===== config.mk =====
export PLATFORM = sky130hd
export DESIGN_NAME = slot_range_allocator
export DESIGN_NICKNAME = d
export VERILOG_FILES = /design/src/design/sra_pkg.sv /design/src/design/sra_dpath.sv /design/src/design/sra_ctrl.sv /design/src/design/slot_range_allocator.sv
export SDC_FILE = /design/constraint.sdc
export NUM_CORES = 1
export LEC_CHECK = 0
export ABC_AREA = 1
export BUFFER_PORTS_ARGS = -buffer_cell sky130_fd_sc_hd__buf_2
export CAP_MARGIN = 20
export CORE_MARGIN = 2
export CORE_UTILIZATION = 50
export CTS_CLUSTER_DIAMETER = 40
export DETAILED_ROUTE_END_ITERATION = 8
export PLACE_DENSITY = 0.76
export SETUP_SLACK_MARGIN = 0.4
export SLEW_MARGIN = 30
export SYNTH_ARGS = -nofsm -noshare
export SYNTH_HDL_FRONTEND = slang
export SYNTH_HIERARCHICAL = 1
export SYNTH_SLANG_ARGS = --single-unit

===== constraint.sdc =====
create_clock -name aclk -period 3.7 [get_ports aclk]
set_input_delay 0.74 -clock aclk [delete_from_list [all_inputs] [get_ports aclk]]
set_output_delay 0.74 -clock aclk [all_outputs]
set_load 0.005 [all_outputs]

===== src/design/sra_pkg.sv =====
// shared types and constants of the slot range allocator
`timescale 1ns / 1ps

package sra_pkg;

    localparam int SLOTS_DEF    = 32;
    localparam int CHANNELS_DEF = 255;

    // request codes
    localparam logic [1:0] REQ_ADD    = 2'd0;
    localparam logic [1:0] REQ_REMOVE = 2'd1;
    localparam logic [1:0] REQ_QUERY  = 2'd2;
    localparam logic [1:0] REQ_READ   = 2'd3;

    // status codes
    localparam logic [1:0] ST_OK       = 2'd0;
    localparam logic [1:0] ST_CONFLICT = 2'd1;
    localparam logic [1:0] ST_RANGE    = 2'd2;
    localparam logic [1:0] ST_CHANNEL  = 2'd3;

    // mark bits of a table entry
    localparam logic [1:0] MARK_FIRST = 2'b01;
    localparam logic [1:0] MARK_LAST  = 2'b10;

    // what the datapath does with each slot visited in a pass
    typedef enum logic [2:0] {
        OP_NONE,
        OP_CHECK,
        OP_WRITE,
        OP_REMOVE,
        OP_REPORT,
        OP_MARK,
        OP_READ
    } pass_op_t;

    typedef struct packed {
        logic     load;
        logic     rd_en;
        pass_op_t op;
        logic     out_load;
    } dp_cmd_t;

    typedef struct packed {
        logic [1:0] req;
        logic       ch_ok;
        logic       rng_ok;
        logic       rd_ok;
        logic       found;
    } dp_stat_t;

endpackage


===== src/design/sra_dpath.sv =====
// datapath of the slot range allocator: slot table, pass processing, result registers
`timescale 1ns / 1ps

module sra_dpath
    import sra_pkg::*;
#(
    parameter int SLOTS    = SLOTS_DEF,
    parameter int CHANNELS = CHANNELS_DEF,
    parameter int IW       = (SLOTS > 1) ? $clog2(SLOTS) : 1
) (
    input  logic          aclk,
    input  logic          aresetn,
    input  dp_cmd_t       cmd,
    input  logic [IW-1:0] rd_idx,
    output dp_stat_t      stat,
    output logic [IW-1:0] lo_idx,
    output logic [IW-1:0] hi_idx,
    input  logic [1:0]    in_req_type,
    input  logic [15:0]   in_channel,
    input  logic [6:0]    in_start_slot,
    input  logic [6:0]    in_end_slot,
    output logic [1:0]    status,
    output logic [5:0]    conflict_slot,
    output logic [5:0]    removed_count,
    output logic [5:0]    empty_count,
    output logic [5:0]    foreign_count,
    output logic [31:0]   owned_mask,
    output logic [5:0]    first_owned,
    output logic [5:0]    last_owned,
    output logic [15:0]   slot_owner,
    output logic          slot_first,
    output logic          slot_last
);

    // request latched at accept
    logic [1:0]    req_reg;
    logic [15:0]   ch_reg;
    logic [IW-1:0] lo_reg;
    logic [IW-1:0] hi_reg;
    logic          ch_ok_reg;
    logic          rng_ok_reg;
    logic          rd_ok_reg;

    logic [6:0] s_m1;
    logic [6:0] e_m1;

    // slot table: owner in [17:2], marks in [1:0]
    logic [17:0]      mem [SLOTS];
    logic [SLOTS-1:0] vld_reg;
    logic [17:0]      rd_data_reg;
    logic             rd_vld_reg;

    // processing stage, in the cycle after the read address
    logic          proc_reg;
    pass_op_t      proc_op_reg;
    logic [IW-1:0] proc_idx_reg;

    logic [15:0] own;
    logic [1:0]  mrk;
    logic [6:0]  idx7;
    logic [5:0]  slot6;

    logic        wr_en;
    logic [17:0] wr_data;
    logic [1:0]  wr_mark;

    // accumulators
    logic          found_reg;
    logic [5:0]    conflict_reg;
    logic [5:0]    removed_reg;
    logic [5:0]    empty_reg;
    logic [5:0]    foreign_reg;
    logic [31:0]   mask_reg;
    logic [5:0]    first_reg;
    logic [5:0]    last_reg;
    logic          any_reg;
    logic [IW-1:0] first_idx_reg;
    logic [IW-1:0] last_idx_reg;
    logic [15:0]   sown_reg;
    logic          sfirst_reg;
    logic          slast_reg;

    logic [1:0] status_next;

    // result registers
    logic [1:0]  out_status_reg;
    logic [5:0]  out_conflict_reg;
    logic [5:0]  out_removed_reg;
    logic [5:0]  out_empty_reg;
    logic [5:0]  out_foreign_reg;
    logic [31:0] out_mask_reg;
    logic [5:0]  out_first_reg;
    logic [5:0]  out_last_reg;
    logic [15:0] out_sown_reg;
    logic        out_sfirst_reg;
    logic        out_slast_reg;

    assign s_m1 = in_start_slot - 7'd1;
    assign e_m1 = in_end_slot - 7'd1;

    always_ff @(posedge aclk) begin
        if (cmd.load) begin
            req_reg    <= in_req_type;
            ch_reg     <= in_channel;
            lo_reg     <= s_m1[IW-1:0];
            hi_reg     <= e_m1[IW-1:0];
            ch_ok_reg  <= (in_channel != 16'd0) && (in_channel <= 16'(CHANNELS));
            rng_ok_reg <= (in_start_slot != 7'd0) && (in_end_slot <= 7'(SLOTS))
                          && (in_start_slot <= in_end_slot);
            rd_ok_reg  <= (in_start_slot != 7'd0) && (in_start_slot <= 7'(SLOTS));
        end
    end

    assign stat.req    = req_reg;
    assign stat.ch_ok  = ch_ok_reg;
    assign stat.rng_ok = rng_ok_reg;
    assign stat.rd_ok  = rd_ok_reg;
    assign stat.found  = found_reg;
    assign lo_idx      = lo_reg;
    assign hi_idx      = hi_reg;

    // entries never written read as empty
    assign own   = rd_vld_reg ? rd_data_reg[17:2] : 16'd0;
    assign mrk   = rd_vld_reg ? rd_data_reg[1:0] : 2'b00;
    assign idx7  = 7'(proc_idx_reg);
    assign slot6 = 6'(idx7 + 7'd1);

    always_comb begin
        wr_mark = 2'b00;
        if (proc_idx_reg == first_idx_reg) begin
            wr_mark = wr_mark | MARK_FIRST;
        end
        if (proc_idx_reg == last_idx_reg) begin
            wr_mark = wr_mark | MARK_LAST;
        end
    end

    always_comb begin
        wr_en   = 1'b0;
        wr_data = '0;
        if (proc_reg) begin
            case (proc_op_reg)
                OP_WRITE: begin
                    wr_en   = 1'b1;
                    wr_data = {ch_reg, 2'b00};
                end
                OP_REMOVE: begin
                    wr_en   = (own == ch_reg);
                    wr_data = '0;
                end
                OP_MARK: begin
                    wr_en   = (own == ch_reg);
                    wr_data = {ch_reg, wr_mark};
                end
                default: begin
                    wr_en = 1'b0;
                end
            endcase
        end
    end

    always_ff @(posedge aclk) begin
        if (wr_en) begin
            mem[proc_idx_reg] <= wr_data;
        end
        if (cmd.rd_en) begin
            rd_data_reg <= mem[rd_idx];
            rd_vld_reg  <= vld_reg[rd_idx];
        end
        proc_op_reg  <= cmd.op;
        proc_idx_reg <= rd_idx;
    end

    always_ff @(posedge aclk) begin
        if (!aresetn) begin
            vld_reg  <= '0;
            proc_reg <= 1'b0;
        end else begin
            proc_reg <= cmd.rd_en;
            if (wr_en) begin
                vld_reg[proc_idx_reg] <= 1'b1;
            end
        end
    end

    always_ff @(posedge aclk) begin
        if (cmd.load) begin
            found_reg     <= 1'b0;
            conflict_reg  <= '0;
            removed_reg   <= '0;
            empty_reg     <= '0;
            foreign_reg   <= '0;
            mask_reg      <= '0;
            first_reg     <= '0;
            last_reg      <= '0;
            any_reg       <= 1'b0;
            first_idx_reg <= '0;
            last_idx_reg  <= '0;
            sown_reg      <= '0;
            sfirst_reg    <= 1'b0;
            slast_reg     <= 1'b0;
        end else if (proc_reg) begin
            case (proc_op_reg)
                OP_CHECK: begin
                    if (own != 16'd0 && own != ch_reg && !found_reg) begin
                        found_reg    <= 1'b1;
                        conflict_reg <= slot6;
                    end
                end
                OP_REMOVE: begin
                    if (own == ch_reg) begin
                        removed_reg <= removed_reg + 6'd1;
                    end else if (own == 16'd0) begin
                        empty_reg <= empty_reg + 6'd1;
                    end else begin
                        foreign_reg <= foreign_reg + 6'd1;
                    end
                end
                OP_REPORT: begin
                    if (own == ch_reg) begin
                        if (idx7 < 7'd32) begin
                            mask_reg[idx7[4:0]] <= 1'b1;
                        end
                        if (!any_reg) begin
                            first_reg     <= slot6;
                            first_idx_reg <= proc_idx_reg;
                        end
                        any_reg      <= 1'b1;
                        last_reg     <= slot6;
                        last_idx_reg <= proc_idx_reg;
                    end
                end
                OP_READ: begin
                    sown_reg   <= own;
                    sfirst_reg <= (mrk & MARK_FIRST) != 2'b00;
                    slast_reg  <= (mrk & MARK_LAST) != 2'b00;
                end
                default: begin
                end
            endcase
        end
    end

    always_comb begin
        if (req_reg == REQ_READ) begin
            status_next = rd_ok_reg ? ST_OK : ST_RANGE;
        end else if (!ch_ok_reg) begin
            status_next = ST_CHANNEL;
        end else if (!rng_ok_reg && (req_reg == REQ_ADD || req_reg == REQ_REMOVE)) begin
            status_next = ST_RANGE;
        end else if (req_reg == REQ_ADD && found_reg) begin
            status_next = ST_CONFLICT;
        end else begin
            status_next = ST_OK;
        end
    end

    always_ff @(posedge aclk) begin
        if (cmd.out_load) begin
            out_status_reg   <= status_next;
            out_conflict_reg <= conflict_reg;
            out_removed_reg  <= removed_reg;
            out_empty_reg    <= empty_reg;
            out_foreign_reg  <= foreign_reg;
            out_mask_reg     <= mask_reg;
            out_first_reg    <= first_reg;
            out_last_reg     <= last_reg;
            out_sown_reg     <= sown_reg;
            out_sfirst_reg   <= sfirst_reg;
            out_slast_reg    <= slast_reg;
        end
    end

    assign status        = out_status_reg;
    assign conflict_slot = out_conflict_reg;
    assign removed_count = out_removed_reg;
    assign empty_count   = out_empty_reg;
    assign foreign_count = out_foreign_reg;
    assign owned_mask    = out_mask_reg;
    assign first_owned   = out_first_reg;
    assign last_owned    = out_last_reg;
    assign slot_owner    = out_sown_reg;
    assign slot_first    = out_sfirst_reg;
    assign slot_last     = out_slast_reg;

endmodule


===== src/design/sra_ctrl.sv =====
// controller of the slot range allocator: request sequencing and slot passes
`timescale 1ns / 1ps

module sra_ctrl
    import sra_pkg::*;
#(
    parameter int SLOTS = SLOTS_DEF,
    parameter int IW    = (SLOTS > 1) ? $clog2(SLOTS) : 1
) (
    input  logic          aclk,
    input  logic          aresetn,
    input  logic          s_tvalid,
    output logic          s_tready,
    output logic          m_tvalid,
    input  logic          m_tready,
    input  dp_stat_t      stat,
    input  logic [IW-1:0] lo_idx,
    input  logic [IW-1:0] hi_idx,
    output dp_cmd_t       cmd,
    output logic [IW-1:0] rd_idx
);

    localparam logic [IW-1:0] LAST_IDX = IW'(SLOTS - 1);

    typedef enum logic [9:0] {
        S_IDLE   = 10'b0000000001,
        S_DECODE = 10'b0000000010,
        S_CHECK  = 10'b0000000100,
        S_CHKEND = 10'b0000001000,
        S_WRITE  = 10'b0000010000,
        S_REMOVE = 10'b0000100000,
        S_REPORT = 10'b0001000000,
        S_MARK   = 10'b0010000000,
        S_READ   = 10'b0100000000,
        S_FIN    = 10'b1000000000
    } state_t;

    state_t        state_reg, state_next;
    logic [IW-1:0] cnt_reg, cnt_next;
    logic [IW-1:0] end_reg, end_next;
    logic          drain_reg, drain_next;
    logic          mtv_reg, mtv_next;
    logic          in_pass;

    assign in_pass = (state_reg == S_CHECK) || (state_reg == S_WRITE)
                  || (state_reg == S_REMOVE) || (state_reg == S_REPORT)
                  || (state_reg == S_MARK) || (state_reg == S_READ);

    always_comb begin
        state_next   = state_reg;
        cnt_next     = cnt_reg;
        end_next     = end_reg;
        drain_next   = drain_reg;
        cmd.load     = 1'b0;
        cmd.rd_en    = 1'b0;
        cmd.op       = OP_NONE;
        cmd.out_load = 1'b0;

        // address stepping shared by all passes, each pass ending in a drain step
        if (in_pass && !drain_reg) begin
            cmd.rd_en = 1'b1;
            if (cnt_reg == end_reg) begin
                drain_next = 1'b1;
            end else begin
                cnt_next = cnt_reg + IW'(1);
            end
        end

        unique case (state_reg)
            S_IDLE: begin
                if (s_tvalid) begin
                    cmd.load   = 1'b1;
                    state_next = S_DECODE;
                end
            end
            S_DECODE: begin
                drain_next = 1'b0;
                cnt_next   = '0;
                end_next   = LAST_IDX;
                if (stat.req == REQ_READ) begin
                    cnt_next   = lo_idx;
                    end_next   = lo_idx;
                    state_next = stat.rd_ok ? S_READ : S_FIN;
                end else if (!stat.ch_ok) begin
                    state_next = S_FIN;
                end else if (stat.req == REQ_ADD && stat.rng_ok) begin
                    cnt_next   = lo_idx;
                    end_next   = hi_idx;
                    state_next = S_CHECK;
                end else if (stat.req == REQ_REMOVE && stat.rng_ok) begin
                    cnt_next   = lo_idx;
                    end_next   = hi_idx;
                    state_next = S_REMOVE;
                end else begin
                    state_next = S_REPORT;
                end
            end
            S_CHECK: begin
                cmd.op = OP_CHECK;
                if (drain_reg) begin
                    state_next = S_CHKEND;
                end
            end
            S_CHKEND: begin
                drain_next = 1'b0;
                if (stat.found) begin
                    cnt_next   = '0;
                    end_next   = LAST_IDX;
                    state_next = S_REPORT;
                end else begin
                    cnt_next   = lo_idx;
                    end_next   = hi_idx;
                    state_next = S_WRITE;
                end
            end
            S_WRITE: begin
                cmd.op = OP_WRITE;
                if (drain_reg) begin
                    drain_next = 1'b0;
                    cnt_next   = '0;
                    end_next   = LAST_IDX;
                    state_next = S_REPORT;
                end
            end
            S_REMOVE: begin
                cmd.op = OP_REMOVE;
                if (drain_reg) begin
                    drain_next = 1'b0;
                    cnt_next   = '0;
                    end_next   = LAST_IDX;
                    state_next = S_REPORT;
                end
            end
            S_REPORT: begin
                cmd.op = OP_REPORT;
                if (drain_reg) begin
                    drain_next = 1'b0;
                    cnt_next   = '0;
                    end_next   = LAST_IDX;
                    state_next = S_MARK;
                end
            end
            S_MARK: begin
                cmd.op = OP_MARK;
                if (drain_reg) begin
                    drain_next = 1'b0;
                    state_next = S_FIN;
                end
            end
            S_READ: begin
                cmd.op = OP_READ;
                if (drain_reg) begin
                    drain_next = 1'b0;
                    state_next = S_FIN;
                end
            end
            S_FIN: begin
                if (!mtv_reg || m_tready) begin
                    cmd.out_load = 1'b1;
                    state_next   = S_IDLE;
                end
            end
            default: begin
                state_next = S_IDLE;
            end
        endcase
    end

    always_comb begin
        mtv_next = mtv_reg;
        if (cmd.out_load) begin
            mtv_next = 1'b1;
        end else if (m_tready) begin
            mtv_next = 1'b0;
        end
    end

    always_ff @(posedge aclk) begin
        if (!aresetn) begin
            state_reg <= S_IDLE;
            drain_reg <= 1'b0;
            mtv_reg   <= 1'b0;
        end else begin
            state_reg <= state_next;
            drain_reg <= drain_next;
            mtv_reg   <= mtv_next;
        end
    end

    always_ff @(posedge aclk) begin
        cnt_reg <= cnt_next;
        end_reg <= end_next;
    end

    assign s_tready = (state_reg == S_IDLE);
    assign m_tvalid = mtv_reg;
    assign rd_idx   = cnt_reg;

    // a finished result never overwrites one still waiting
    a_no_overwrite: assert property (@(posedge aclk) disable iff (!aresetn)
        cmd.out_load |-> (!mtv_reg || m_tready))
        else $error("result loaded over a pending result");

    // an accepted item is decoded in the next cycle
    a_accept_decode: assert property (@(posedge aclk) disable iff (!aresetn)
        (s_tvalid && s_tready) |=> (state_reg == S_DECODE))
        else $error("accepted item not decoded");

    // a new result only appears from the finish state
    a_result_origin: assert property (@(posedge aclk) disable iff (!aresetn)
        $rose(mtv_reg) |-> $past(state_reg == S_FIN))
        else $error("result raised outside finish state");

    // no table read is issued outside a pass or in its drain cycle
    a_read_in_pass: assert property (@(posedge aclk) disable iff (!aresetn)
        cmd.rd_en |-> (in_pass && !drain_reg))
        else $error("table read outside a pass");

endmodule


===== src/design/slot_range_allocator.sv =====
// top level of the slot range allocator: stream ports, controller and datapath
//
// channel  | direction | payload
// ---------+-----------+-----------------------------------------------------
// s_       | in        | request item: tuser request type, tdata channel and range
// m_       | out       | result item: status, counts, channel mask, slot entry
//
// one item at a time; each request runs as passes over the slot table through
// its single read and single write port, one slot per cycle and a drain step at the
// end of each pass; add checks its range and writes it unless a slot conflicts, remove
// clears its own slots in the range, then add, remove and query report and mark over
// the whole table; a read visits its one slot, a bad channel or read slot none
// reset clears the slot valid bits at once, so all slots read as empty
// s_tready is high only while idle; a result waits in the output register
// while the next item is accepted, and a later result waits for m_tready
`timescale 1ns / 1ps

module slot_range_allocator
    import sra_pkg::*;
#(
    parameter int SLOTS    = SLOTS_DEF,
    parameter int CHANNELS = CHANNELS_DEF
) (
    input  logic        aclk,
    input  logic        aresetn,
    input  logic        s_tvalid,
    output logic        s_tready,
    input  logic [31:0] s_tdata,   // channel[15:0], start_slot[22:16], end_slot[29:23], zeros
    input  logic [1:0]  s_tuser,   // req_type[1:0]
    output logic        m_tvalid,
    input  logic        m_tready,
    output logic [87:0] m_tdata    // status[1:0], conflict_slot[7:2], removed_count[13:8],
                                   // empty_count[19:14], foreign_count[25:20],
                                   // owned_mask[57:26], first_owned[63:58],
                                   // last_owned[69:64], slot_owner[85:70],
                                   // slot_first[86], slot_last[87]
);

    // table index width
    localparam int IW = (SLOTS > 1) ? $clog2(SLOTS) : 1;

    dp_cmd_t       cmd;
    dp_stat_t      stat;
    logic [IW-1:0] rd_idx;
    logic [IW-1:0] lo_idx;
    logic [IW-1:0] hi_idx;

    logic [1:0]  status;
    logic [5:0]  conflict_slot;
    logic [5:0]  removed_count;
    logic [5:0]  empty_count;
    logic [5:0]  foreign_count;
    logic [31:0] owned_mask;
    logic [5:0]  first_owned;
    logic [5:0]  last_owned;
    logic [15:0] slot_owner;
    logic        slot_first;
    logic        slot_last;

    // sequencer: accepts requests, steps the slot passes, releases results
    sra_ctrl #(
        .SLOTS (SLOTS),
        .IW    (IW)
    ) u_ctrl (
        .aclk     (aclk),
        .aresetn  (aresetn),
        .s_tvalid (s_tvalid),
        .s_tready (s_tready),
        .m_tvalid (m_tvalid),
        .m_tready (m_tready),
        .stat     (stat),
        .lo_idx   (lo_idx),
        .hi_idx   (hi_idx),
        .cmd      (cmd),
        .rd_idx   (rd_idx)
    );

    // slot table and per-slot processing
    sra_dpath #(
        .SLOTS    (SLOTS),
        .CHANNELS (CHANNELS),
        .IW       (IW)
    ) u_dpath (
        .aclk          (aclk),
        .aresetn       (aresetn),
        .cmd           (cmd),
        .rd_idx        (rd_idx),
        .stat          (stat),
        .lo_idx        (lo_idx),
        .hi_idx        (hi_idx),
        .in_req_type   (s_tuser),
        .in_channel    (s_tdata[15:0]),
        .in_start_slot (s_tdata[22:16]),
        .in_end_slot   (s_tdata[29:23]),
        .status        (status),
        .conflict_slot (conflict_slot),
        .removed_count (removed_count),
        .empty_count   (empty_count),
        .foreign_count (foreign_count),
        .owned_mask    (owned_mask),
        .first_owned   (first_owned),
        .last_owned    (last_owned),
        .slot_owner    (slot_owner),
        .slot_first    (slot_first),
        .slot_last     (slot_last)
    );

    // result item packing, highest field first
    assign m_tdata = {slot_last, slot_first, slot_owner, last_owned, first_owned,
                      owned_mask, foreign_count, empty_count, removed_count,
                      conflict_slot, status};

endmodule


==> impl_metrics.yaml <==
run_status:
  result_of_the_run: "finished, final reports clean"
cells_and_area:
  fillers: 5381
  num_antenna_cells: 0
  max_flop_register: "u_dpath/mem"
  fin_nets: 3231
  area.growth.synth_to_final_pct: 15.1
  post_route_cells_drive_above_1_share_pct: 14.4
  layout.cells.non_filler: 4199
  largest_register_ff_count: 576
route:
  drt_iter0_drc: 2653
  drt_pre_antenna_iters: 5
  detail_route.drc_violations: 0
  route.antenna.remaining_nets: 0
  routed_wl_mm: 84.8
  routed-via-count: 24438
  post_drt_wl_per_cell_um: 20.2
  avgViaCountPerCell: 5.82
clock_tree:
  cts_setup_buffers: 0
  tritoncts: "done"
  cts_buffer_depth: 3
  numCtsBuffers: 101
  clock-sinks: 875
  cts_hold_buffers: 0
  clk_latency_ns: 0.66
  cts_htree_levels: 3
  ctsRootBufferMaster: "sky130_fd_sc_hd__clkbuf_16"
  postCtsResizedCells: 0
  clock_slew_seen_by_the_registers_of_the_worst_setup_and_hold_paths_ns: 0.06
grt:
  globalRoute.totalOverflow: 0
  antenna_found_initial: 0
  grt_pass1_vias: 23400
  maximum_number_of_pins_on_one_net_before_global_route_repair: 206
  grtUsageTotal_pct: 22.8
  global_route_wire_length_before_repair_mm: 131
sta:
  fmax_mhz: 328
  slew_headroom_pct: 34.8
  timing.final.crit_share_pct: 82.5
  fin_worst_hold_slack_ns: 0.274
  hold_violations: 0
  max_slew_vio_count: 0
  final-setup-viol-count: 0
  setup_tns_ns: 0
  tightestPinTransition_ns: 0.979
  grt_setup_unrepaired: "false"
  period_needed_ns: 3.05
  skew_ns: 0.0252
worst_setup_path:
  critPathCaptureType: "flop"
  critical_path_required_ns: 4.01
  cp.arrival_ns: 3.36
  critPathMaxFanout: 32
  setup.reg_to_reg.worst_slack_ns: 0.65
  timing.reg2reg.worst_path_depth: 13
  critical_path_launch_point_type: "flop"
  critical_path_class: "flop to flop"
logic_synthesis:
  synth.yosys.seq_area_share_pct: 69.8
  syn_avg_cell_area_sq_um: 11.6
  post_synth_num_cell_types: 44
  netlist_instances: 3041
  synth.net_count: 3098
  netlist_area_sq_mm: 0.0354
  yosys_register_bits: 875
  yosysWarningCount: 6
floorplanning:
  core.rowCount: 97
  floorplan.die_area_sq_mm: 0.0730
  die_height_um: 270
  initial_utilization_pct: 50.6
  core_area_sq_mm: 0.0700
  boundaryPins: 128
  floorplan.die.width_um: 270
power_and_ir_drop:
  design_power_total_mw: 29.1
  vdd.ir_drop.worst_mv: 0.631
  power.density_cell_area_mw_per_mm2: 714
  p_leak_nw: 16.0
placed_design:
  port_buffers: 125
  dpl.hpwl_mm: 49.3
  place_congestion: 0.868
  dp.cells: 4009
min_path:
  min_path_type: "input pin to flop"
  min_path_cells: 1
run:
  cap_violations: 0
[final timing paths]
path,end,start
setup / recovery,u_dpath/mem[24][9],u_dpath/rd_vld_reg
hold / removal,u_dpath/req_reg[1],s_tuser[1]
setup reg to reg,u_dpath/mem[24][9],u_dpath/rd_vld_reg
hold reg to reg,u_dpath/slot_owner[6],u_dpath/sown_reg[6]
[report_power, final]
group / switching (mW) / internal [mW] / leakage (nW)
sequential: 0.448 / 11.0 / 9.22
clock: 4.01 / 6.17 / 1.67
combinational: 5.31 / 2.20 / 5.11
total: 9.77 / 19.3 / 16.0
[kinds of logic after synthesis]
kind of cell,count (synthesis),share of synthesized area [%]
simple gates,1079,13.4
buf+inv,385,4.46
flops,875,69.8
xor+xnor,24,0.593
fa+ha+maj,19,0.671
compound gates,659,11.1
[cell usage after synthesis]
| cell type | count | area, sq um |
|---|---|---|
| sky130_fd_sc_hd__edfxtp_1 | 719 | 21600 |
| sky130_fd_sc_hd__nor2_1 | 448 | 1680 |
| sky130_fd_sc_hd__nand2_1 | 353 | 1330 |
| sky130_fd_sc_hd__o21ai_0 | 325 | 1630 |
| sky130_fd_sc_hd__inv_1 | 196 | 736 |
| sky130_fd_sc_hd__dfxtp_1 | 156 | 3120 |
| sky130_fd_sc_hd__nand3_1 | 147 | 736 |
| sky130_fd_sc_hd__o221ai_1 | 139 | 1220 |
| sky130_fd_sc_hd__a21oi_1 | 119 | 596 |
| sky130_fd_sc_hd__clkbuf_1 | 117 | 439 |
| sky130_fd_sc_hd__nand4_1 | 39 | 244 |
| sky130_fd_sc_hd__a31oi_1 | 34 | 213 |
| sky130_fd_sc_hd__buf_2 | 33 | 165 |
| sky130_fd_sc_hd__nand3_2 | 33 | 330 |
| sky130_fd_sc_hd__ha_1 | 19 | 238 |
| sky130_fd_sc_hd__nor3_1 | 17 | 85.1 |
| sky130_fd_sc_hd__xor2_1 | 17 | 149 |
| sky130_fd_sc_hd__o211ai_1 | 15 | 113 |
| sky130_fd_sc_hd__buf_4 | 14 | 105 |
| sky130_fd_sc_hd__buf_1 | 12 | 45.0 |
| sky130_fd_sc_hd__o21ai_1 | 12 | 60.1 |
| sky130_fd_sc_hd__nand2_2 | 11 | 68.8 |
| sky130_fd_sc_hd__o22ai_1 | 8 | 50.1 |
| sky130_fd_sc_hd__xnor2_1 | 7 | 61.3 |
| sky130_fd_sc_hd__nor2_4 | 6 | 67.6 |
| sky130_fd_sc_hd__buf_6 | 5 | 56.3 |
| sky130_fd_sc_hd__nor2_2 | 5 | 31.3 |
| sky130_fd_sc_hd__nor4_1 | 5 | 31.3 |
| sky130_fd_sc_hd__inv_2 | 4 | 15.0 |
| sky130_fd_sc_hd__a221oi_1 | 3 | 26.3 |
| sky130_fd_sc_hd__clkinv_1 | 3 | 11.3 |
| sky130_fd_sc_hd__nand2_4 | 3 | 33.8 |
| sky130_fd_sc_hd__or2_2 | 3 | 18.8 |
| sky130_fd_sc_hd__a211oi_1 | 2 | 15.0 |
| sky130_fd_sc_hd__and3_1 | 2 | 12.5 |
| sky130_fd_sc_hd__nor3_2 | 2 | 20.0 |
| sky130_fd_sc_hd__a21oi_2 | 1 | 8.76 |
| sky130_fd_sc_hd__inv_4 | 1 | 6.26 |
| sky130_fd_sc_hd__nand3b_1 | 1 | 7.51 |
| sky130_fd_sc_hd__nand4_4 | 1 | 21.3 |
| sky130_fd_sc_hd__nor3_4 | 1 | 16.3 |
| sky130_fd_sc_hd__nor4_2 | 1 | 12.5 |
| sky130_fd_sc_hd__o21ai_2 | 1 | 8.76 |
| sky130_fd_sc_hd__or2_1 | 1 | 6.26 |
[cell usage in the layout, fill, tap and decap left out, drive strengths merged]
cell type	n
edfxtp	719
nor2	459
nand2	367
o21ai	338
buf	211
inv	210
nand3	180
dfxtp	156
o221ai	139
clkbuf	128
a21oi	120
nand4	40
a31oi	34
clkinv	32
nor3	20
ha	19
xor2	17
o211ai	15
bufinv	13
clkinvlp	9
o22ai	8
xnor2	7
nor4	6
or2	4
a221oi	3
and3	2
a211oi	2
nand3b	1
[final cells by class]
type                       count  area [sq um]  share of cell area (%)
sequential                   875         24700                    60.6
clock buffer                 128          2710                    6.65
clock inverter                60           790                    1.94
tap                          940          1180                    2.88
multi-input combinational   1781          9220                    22.6
inverter                     204           778                    1.91
timing repair buffer         211          1380                    3.38
[routing by layer]
layer	vias to the layer above	track usage (%)	routed length [um]
li1	11212	-	-
met1	11870	30.8	34000
met2	1212	37.9	41200
met3	144	3.52	7570
met4	0	7.95	1990
met5	-	0	0
[stage by stage]
step	utilization, %	setup WS (ns)	instance area (sq um)
after global routing	58.2	0.407	40800
final	58.2	0.649	40800
after CTS	58.2	0.481	40700
after floorplan	-	0.527	35400
after detailed placement	53.2	0.501	37200
after global placement	53.2	0.560	37200
[worst max-delay path, stage by stage, from the launching register on]
cell	delay (ns)
sky130_fd_sc_hd__edfxtp_1	0.66
sky130_fd_sc_hd__buf_4	0.31
sky130_fd_sc_hd__nand2_1	0.12
sky130_fd_sc_hd__nand2_1	0.06
sky130_fd_sc_hd__nand2_1	0.06
sky130_fd_sc_hd__nand2_1	0.07
sky130_fd_sc_hd__inv_1	0.05
sky130_fd_sc_hd__nand2_1	0.04
sky130_fd_sc_hd__nor2_1	0.12
sky130_fd_sc_hd__nand2_2	0.11
sky130_fd_sc_hd__nand2_4	0.43
sky130_fd_sc_hd__nand3_1	0.20
sky130_fd_sc_hd__inv_1	0.09
sky130_fd_sc_hd__buf_4	0.33
No activity file was read; power rests on OpenSTA's default activity.
